==> config.mk <==
export PLATFORM = sky130hd
export DESIGN_NAME = sorted_set_engine
export DESIGN_NICKNAME = d
export VERILOG_FILES = /design/src/sv/sse_pkg.sv /design/src/sv/sorted_set_engine.sv /design/src/sv/sse_cell.sv
export SDC_FILE = /design/constraint.sdc
export NUM_CORES = 2
export LEC_CHECK = 0
export BUFFER_PORTS_ARGS = -buffer_cell sky130_fd_sc_hd__buf_2
export CORE_MARGIN = 1.5
export CORE_UTILIZATION = 40
export CTS_CLUSTER_SIZE = 8
export DETAILED_ROUTE_END_ITERATION = 8
export HOLD_SLACK_MARGIN = 0.1
export MAX_ROUTING_LAYER = met4
export PLACE_DENSITY_LB_ADDON = 0.25
export SYNTH_ARGS = -nofsm -noshare
export SYNTH_HDL_FRONTEND = slang
export SYNTH_HIERARCHICAL = 1
export SYNTH_SLANG_ARGS = --single-unit
==> constraint.sdc <==
create_clock -name clk_i -period 22.6 [get_ports clk_i]
set_input_delay 4.52 -clock clk_i [delete_from_list [all_inputs] [get_ports clk_i]]
set_output_delay 4.52 -clock clk_i [all_outputs]
set_load 0.005 [all_outputs]
==> src/sv/sse_pkg.sv <==
// Shared types and constants of the sorted set engine.
package sse_pkg;

  // Width of one held element.
  localparam int unsigned ElemW = 32;

  // Operation codes carried on the input tuser.
  typedef enum logic [1:0] {
    SSE_MODE_QUERY  = 2'd0,
    SSE_MODE_INSERT = 2'd1,
    SSE_MODE_DELETE = 2'd2,
    SSE_MODE_SPARE  = 2'd3
  } sse_mode_e;

  // Result status codes carried on the output tuser.
  typedef enum logic [1:0] {
    SSE_ST_DONE      = 2'd0,
    SSE_ST_DUP       = 2'd1,
    SSE_ST_NOT_FOUND = 2'd2,
    SSE_ST_FULL      = 2'd3
  } sse_status_e;

  // Command broadcast to every cell of the row.
  typedef enum logic [1:0] {
    SSE_CMD_HOLD   = 2'd0,
    SSE_CMD_INSERT = 2'd1,
    SSE_CMD_DELETE = 2'd2
  } sse_cmd_e;

  // Broadcast control: command and the value under test.
  typedef struct packed {
    sse_cmd_e                 cmd;
    logic signed [ElemW-1:0]  value;
  } sse_ctrl_t;

  // What a cell shows to its neighbours and to the top level.
  typedef struct packed {
    logic                     valid;  // cell holds an element
    logic                     gt;     // held element is above the value
    logic                     ge;     // held element is not below the value
    logic                     eq;     // held element equals the value
    logic signed [ElemW-1:0]  elem;
  } sse_link_t;

endpackage

==> src/sv/sorted_set_engine.sv <==
// Top level of the sorted set engine: cell row, result logic and stream ports.
//
// Holds up to CAPACITY distinct signed 32-bit values in ascending order in a row
// of cells. Each input transaction (tuser = operation, tdata = value) is a
// membership query, an insert or a delete, and yields exactly one output
// transaction with the status, whether the value was held beforehand and the
// element count afterwards. One transaction is taken per clock cycle while the
// downstream side takes results: every cell compares the broadcast value at once
// and shifts towards its neighbour in the same cycle; the result is registered.
// The output register frees itself in the cycle it is taken, so the input stalls
// only while a result is held back by the downstream side. Nothing is held after
// reset: the set starts empty and no clearing pass is needed.
module sorted_set_engine #(
  parameter int unsigned CAPACITY = 16
) (
  input  logic        clk_i,
  input  logic        rst_ni,
  // Input stream.
  input  logic        s_axis_tvalid,
  output logic        s_axis_tready,
  input  logic [31:0] s_axis_tdata,   // [31:0] value
  input  logic [1:0]  s_axis_tuser,   // [1:0] mode
  // Result stream.
  output logic        m_axis_tvalid,
  input  logic        m_axis_tready,
  output logic [7:0]  m_axis_tdata,   // [0] was_present, [5:1] count, [7:6] zero
  output logic [1:0]  m_axis_tuser    // [1:0] status
);

  localparam int unsigned CountW = $clog2(CAPACITY + 1);

  sse_pkg::sse_ctrl_t         ctrl;
  sse_pkg::sse_link_t         links   [CAPACITY];
  sse_pkg::sse_link_t         left_in [CAPACITY];
  sse_pkg::sse_link_t         right_in[CAPACITY];
  logic [CAPACITY-1:0]        eq_vec;
  logic                       present;
  logic                       full;
  logic                       accept;
  sse_pkg::sse_mode_e         mode;
  sse_pkg::sse_status_e       status;
  logic [CountW-1:0]          count_q, count_d;
  logic                       out_valid_q;
  sse_pkg::sse_status_e       out_status_q;
  logic                       out_present_q;
  logic [4:0]                 out_count_q;

  // Handshake: a new transaction enters whenever the result register can move.
  assign s_axis_tready = !out_valid_q || m_axis_tready;
  assign accept        = s_axis_tvalid && s_axis_tready;
  assign mode          = sse_pkg::sse_mode_e'(s_axis_tuser);
  assign full          = (count_q == CountW'(CAPACITY));

  // Neighbour wiring, with fixed boundaries at both ends of the row.
  for (genvar i = 0; i < CAPACITY; i++) begin : g_cell
    if (i == 0) begin : g_first
      always_comb begin
        left_in[i]       = '0;
        left_in[i].valid = 1'b1;
      end
    end else begin : g_mid_left
      assign left_in[i] = links[i-1];
    end
    if (i == CAPACITY - 1) begin : g_last
      assign right_in[i] = '0;
    end else begin : g_mid_right
      assign right_in[i] = links[i+1];
    end
    assign eq_vec[i] = links[i].eq;

    sse_cell u_cell (
      .clk_i   (clk_i),
      .rst_ni  (rst_ni),
      .ctrl_i  (ctrl),
      .left_i  (left_in[i]),
      .right_i (right_in[i]),
      .link_o  (links[i])
    );
  end

  assign present = |eq_vec;

  // Decide the command for the row, the status and the new count.
  always_comb begin
    ctrl.value = $signed(s_axis_tdata);
    ctrl.cmd   = sse_pkg::SSE_CMD_HOLD;
    count_d    = count_q;
    status     = present ? sse_pkg::SSE_ST_DONE : sse_pkg::SSE_ST_NOT_FOUND;
    unique case (mode)
      sse_pkg::SSE_MODE_INSERT: begin
        if (present) begin
          status = sse_pkg::SSE_ST_DUP;
        end else if (full) begin
          status = sse_pkg::SSE_ST_FULL;
        end else begin
          status = sse_pkg::SSE_ST_DONE;
          if (accept) begin
            ctrl.cmd = sse_pkg::SSE_CMD_INSERT;
            count_d  = count_q + CountW'(1);
          end
        end
      end
      sse_pkg::SSE_MODE_DELETE: begin
        if (present && accept) begin
          ctrl.cmd = sse_pkg::SSE_CMD_DELETE;
          count_d  = count_q - CountW'(1);
        end
      end
      default: begin
      end
    endcase
  end

  // Element count and output valid.
  always_ff @(posedge clk_i or negedge rst_ni) begin
    if (!rst_ni) begin
      count_q     <= '0;
      out_valid_q <= 1'b0;
    end else begin
      count_q <= count_d;
      if (accept) begin
        out_valid_q <= 1'b1;
      end else if (m_axis_tready) begin
        out_valid_q <= 1'b0;
      end
    end
  end

  // Result payload register.
  always_ff @(posedge clk_i) begin
    if (accept) begin
      out_status_q  <= status;
      out_present_q <= present;
      out_count_q   <= 5'(count_d);
    end
  end

  assign m_axis_tvalid = out_valid_q;
  assign m_axis_tdata  = {2'b00, out_count_q, out_present_q};
  assign m_axis_tuser  = out_status_q;

endmodule

==> src/sv/sse_cell.sv <==
// One storage cell of the sorted row: holds an element and shifts with its neighbours.
module sse_cell (
  input  logic              clk_i,
  input  logic              rst_ni,
  input  sse_pkg::sse_ctrl_t ctrl_i,
  input  sse_pkg::sse_link_t left_i,
  input  sse_pkg::sse_link_t right_i,
  output sse_pkg::sse_link_t link_o
);

  logic                             valid_q, valid_d;
  logic signed [sse_pkg::ElemW-1:0] elem_q, elem_d;

  // Compare the held element with the broadcast value.
  always_comb begin
    link_o.valid = valid_q;
    link_o.elem  = elem_q;
    link_o.gt    = valid_q && (elem_q > ctrl_i.value);
    link_o.ge    = valid_q && (elem_q >= ctrl_i.value);
    link_o.eq    = valid_q && (elem_q == ctrl_i.value);
  end

  // Next contents: open a gap on insert, close one on delete.
  always_comb begin
    valid_d = valid_q;
    elem_d  = elem_q;
    unique case (ctrl_i.cmd)
      sse_pkg::SSE_CMD_INSERT: begin
        if (left_i.gt) begin
          valid_d = 1'b1;
          elem_d  = left_i.elem;
        end else if (left_i.valid && (link_o.gt || !valid_q)) begin
          // The left neighbour stays below the value, so the value lands here.
          valid_d = 1'b1;
          elem_d  = ctrl_i.value;
        end
      end
      sse_pkg::SSE_CMD_DELETE: begin
        if (link_o.ge) begin
          valid_d = right_i.valid;
          elem_d  = right_i.elem;
        end
      end
      default: begin
      end
    endcase
  end

  // Occupancy flag is control state and is cleared by reset.
  always_ff @(posedge clk_i or negedge rst_ni) begin
    if (!rst_ni) begin
      valid_q <= 1'b0;
    end else begin
      valid_q <= valid_d;
    end
  end

  // Element storage needs no reset.
  always_ff @(posedge clk_i) begin
    elem_q <= elem_d;
  end

endmodule
# Yosys cells after proc, flatten, opt, wreduce, memory -nomap -nowiden
# Cells that the tools add are included.
# totals
output_inout_bits	12
ff_bits	542
# op_classes
n_eq_ne	53
n_lt_le_gt_ge	32
mux	142
n_addsub	2
n_reduce_logical	118
# op_table
operator	count
$mux 32	47
$pmux 32 s2	16
$eq 32x32->1	16
$ge 32x32->1	16
$gt 32x32->1	16
$logic_and 1x1->1	65
$mux 1	52
$reduce_and 3->1	16
$ne 3x1->1 const B	15
$ne 2x1->1 const B	17
$pmux 1 s2	16
$mux 5	4
$logic_not 1->1	17
$logic_or 1x1->1	17
$reduce_or 16->1	1
$mux 2	5
$pmux 5 s2	1
$add 5x1->5 const B	1
$eq 5x5->1 const B	1
$sub 5x1->5 const B	1
$eq 2x1->1 const B	2
$eq 2x2->1 const B	2
$pmux 2 s2	1
$reduce_bool 2->1	2

# Depth between registers and ports, before layout
# logic_depth
ltp_word	10
depth_mapped	17
mapped_depth_nobuf	15

# Hierarchy
# The synthesis kept the hierarchy.
# by_module_without_submodules
mod	cells_each	n_inst	area_per_inst_um2
sse_cell	274	16	2587.5
sorted_set_engine	91	1	920.9

# Worst setup path after synthesis
# Ideal clock, no wire load.
# synth_timing
path_kind	input -> register
from	input s_axis_tdata[13]
to	register g_cell[0].u_cell/elem_q[0] (netlist name) (enable)
t_arrival_ps	13032
path_buffers	1
setup_ps	466
slack_ps	9103
stages	15
cell_sequence	inv_1 > ha_1 > nand4_1 > or3_1 > nor4_4 > and2_4 > nor4_1 > and4_1 > buf_6 > nand2_1 > nor4b_1 > and3b_1 > a21oi_1 > a31o_2 > o21ai_0
# synth_lines
item	line	rtl
from (decl)	sorted_set_engine.sv:21	input logic [31:0] s_axis_tdata,
to (signal assigned)	sse_cell.sv:60	elem_q <= elem_d;
to (decl)	sse_cell.sv:12	logic signed [sse_pkg::ElemW-1:0] elem_q, elem_d;

==> impl_metrics.yaml <==
layout:
  fin_cells: 5957
  final_cell_mix: "567 x nand2_1, 550 x inv_1, 545 x o21ai_0, 520 x edfxtp_1, 516 x ha_1"
  final_net_count: 5082
  layout_commonest_cell: "nand2_1"
  area_growth_pct: 10.68
  final_area_mm2: 0.04668
  drive_gt1_share_pct: 7.450
  antennaDiodeCount: 0
floorplan:
  io_pins: 50
  dieWidth_um: 327.7
  initial_core_util_pct: 40.52
  dieArea_mm2: 0.1074
  core_area_mm2: 0.1041
  num_rows: 118
  dieHeight_um: 327.7
route:
  drtIter0Drc: 1845
  via_per_inst: 5.452
  routed_wl_mm: 108.4
  drc: 0
  drtAntennaViolNets: 0
  detail_route.first_pass.iterations: 5
  wl_per_cell_um: 18.19
  vias: 32480
place:
  gp_congestion: 0.8347
  portBuffers: 47
  place_area_mm2: 0.04447
  place_hpwl_mm: 80.33
  place_inst: 5828
sta:
  fin_crit_sh_pct: 47.29
  finalMaxSlewViolations: 0
  finalSetupTns_ns: 0
  slew_headroom_pct: 21.17
  fin_skew_ns: 0.02208
  tightest_slew_ns: 1.178
  finalCriticalPeriod_ns: 10.69
  hold_viol_final: 0
  setup_viol: 0
  whs_ns: 0.5665
  rsz0062_at_grt: "no"
  fmax_mhz: 93.56
yosys:
  postSynthAreaPerCell_um2: 9.462
  synth_cells: 4457
  yosys_warnings: 6
  syn-cell-area_mm2: 0.04217
global_routing:
  grt.overflow.total: 0
  grt_start_max_net_pins: 66
  grt_pass1_wl_mm: 175.9
  grt_usage_pct: 20.66
  antenna_found_initial: 0
  grt_pass1_vias: 32680
cts:
  clock_sinks: 542
  clk_pin_slew_ns: 0.05
  postCtsResizedCells: 0
  cts_hold_buf: 0
  clock_latency_ns: 0.63
  cts_buffer_depth: 3
  postCtsSetupRepairBufs: 0
  cts-root-buf: "clkbuf_16"
  cts-htree-levels: 3
  cts-buffers-inserted: 78
  cts_tree: "yes"
power:
  p_leak_nw: 18.86
  peakVddDrop_v: 0.00004963
  p_total_w: 0.002828
  powerDensity_mw_per_mm2: 60.59
critical_path:
  crit_path_start_kind: "primary input"
  critical_path_required_ns: 22.90
  worst_setup_path_end_kind: "flip-flop"
  crit_arrival_ns: 10.99
  critical_path_class: "primary input to flip-flop"
  rrSetupSlack_ns: 15.92
  critPathMaxFanout: 63
flow_run:
  maxCapViolCount: 0
outcome:
  status: "complete, no violations"
min_path:
  hold_path_class: "flip-flop to flip-flop"
## critical path, cell delays in order
cell     delay, ns
buf_2         0.08
buf_4         0.32
inv_1         0.08
ha_1          0.33
nand4_1       0.16
or3_1         0.26
nor4_4        0.08
and2_4        0.17
nor4_1        0.77
and4_1        0.68
nand2_1       0.16
nor4b_2       0.75
buf_4         0.80
and3b_1       0.29
a21oi_1       0.05
a31o_2        0.24
o21ai_2       0.74
buf_4         0.40
## state kept, by name, indices dropped and copies added (netlist names)
signal                 flops
out_count_q                5
m_axis_tvalid              1
g_cell.u_cell/elem_q     512
count_q                    5
g_cell.u_cell/valid_q     16
out_present_q              1
m_axis_tuser               2
## routing by layer
layer,global-route usage (%),vias up,wire length (µm)
li1,-,16140,-
met2,33.92,486,51110
met3,2.023,117,3556
met5,-,-,0
met4,4.871,0,1863
met1,27.44,15730,51820
## through the flow
step	util (%)	setup WS (ns)
6_report	44.85	11.91
3_3_place_gp	42.72	11.62
4_1_cts	44.85	12.08
2_1_floorplan	-	9.107
3_5_place_dp	42.72	11.43
5_1_grt	44.85	11.66
## cell type report
cell class,count,area [µm²]
sequential,542,16170
multi-input combinational,3230,23680
fill,9985,57410
tap,1380,1727
clock buffer,128,2203
clock inverter,1,8.758
timing repair buffer,124,813.3
inverter,552,2077
## power breakdown
part           switching, W  total (W)  internal [W]  leakage [nW]
logic              0.000303   0.000526      0.000223          12.8
registers         0.0000314    0.00119       0.00116          4.97
clock network      0.000453    0.00111      0.000657          1.06
## final timing paths
| check | startpoint | end | depth (start not counted) |
|---|---|---|---|
| setup / recovery | s_axis_tdata[14] | g_cell[6].u_cell/elem_q[24]$_DFFE_PP_ | 18 |
| hold / removal | g_cell[15].u_cell/elem_q[18]$_DFFE_PP_ | g_cell[14].u_cell/elem_q[18]$_DFFE_PP_ | 2 |
| setup reg to reg | g_cell[13].u_cell/elem_q[14]$_DFFE_PP_ | g_cell[6].u_cell/elem_q[24]$_DFFE_PP_ | 15 |
| hold reg to reg | g_cell[15].u_cell/elem_q[18]$_DFFE_PP_ | g_cell[14].u_cell/elem_q[18]$_DFFE_PP_ | 2 |
| max in group asynchronous | rst_ni | g_cell[1].u_cell/valid_q$_DFFE_PN0P_ | 1 |
| min in group asynchronous | rst_ni | count_q[1]$_DFF_PN0_ | 1 |
Note: power is estimated with default switching activity, not from simulation.
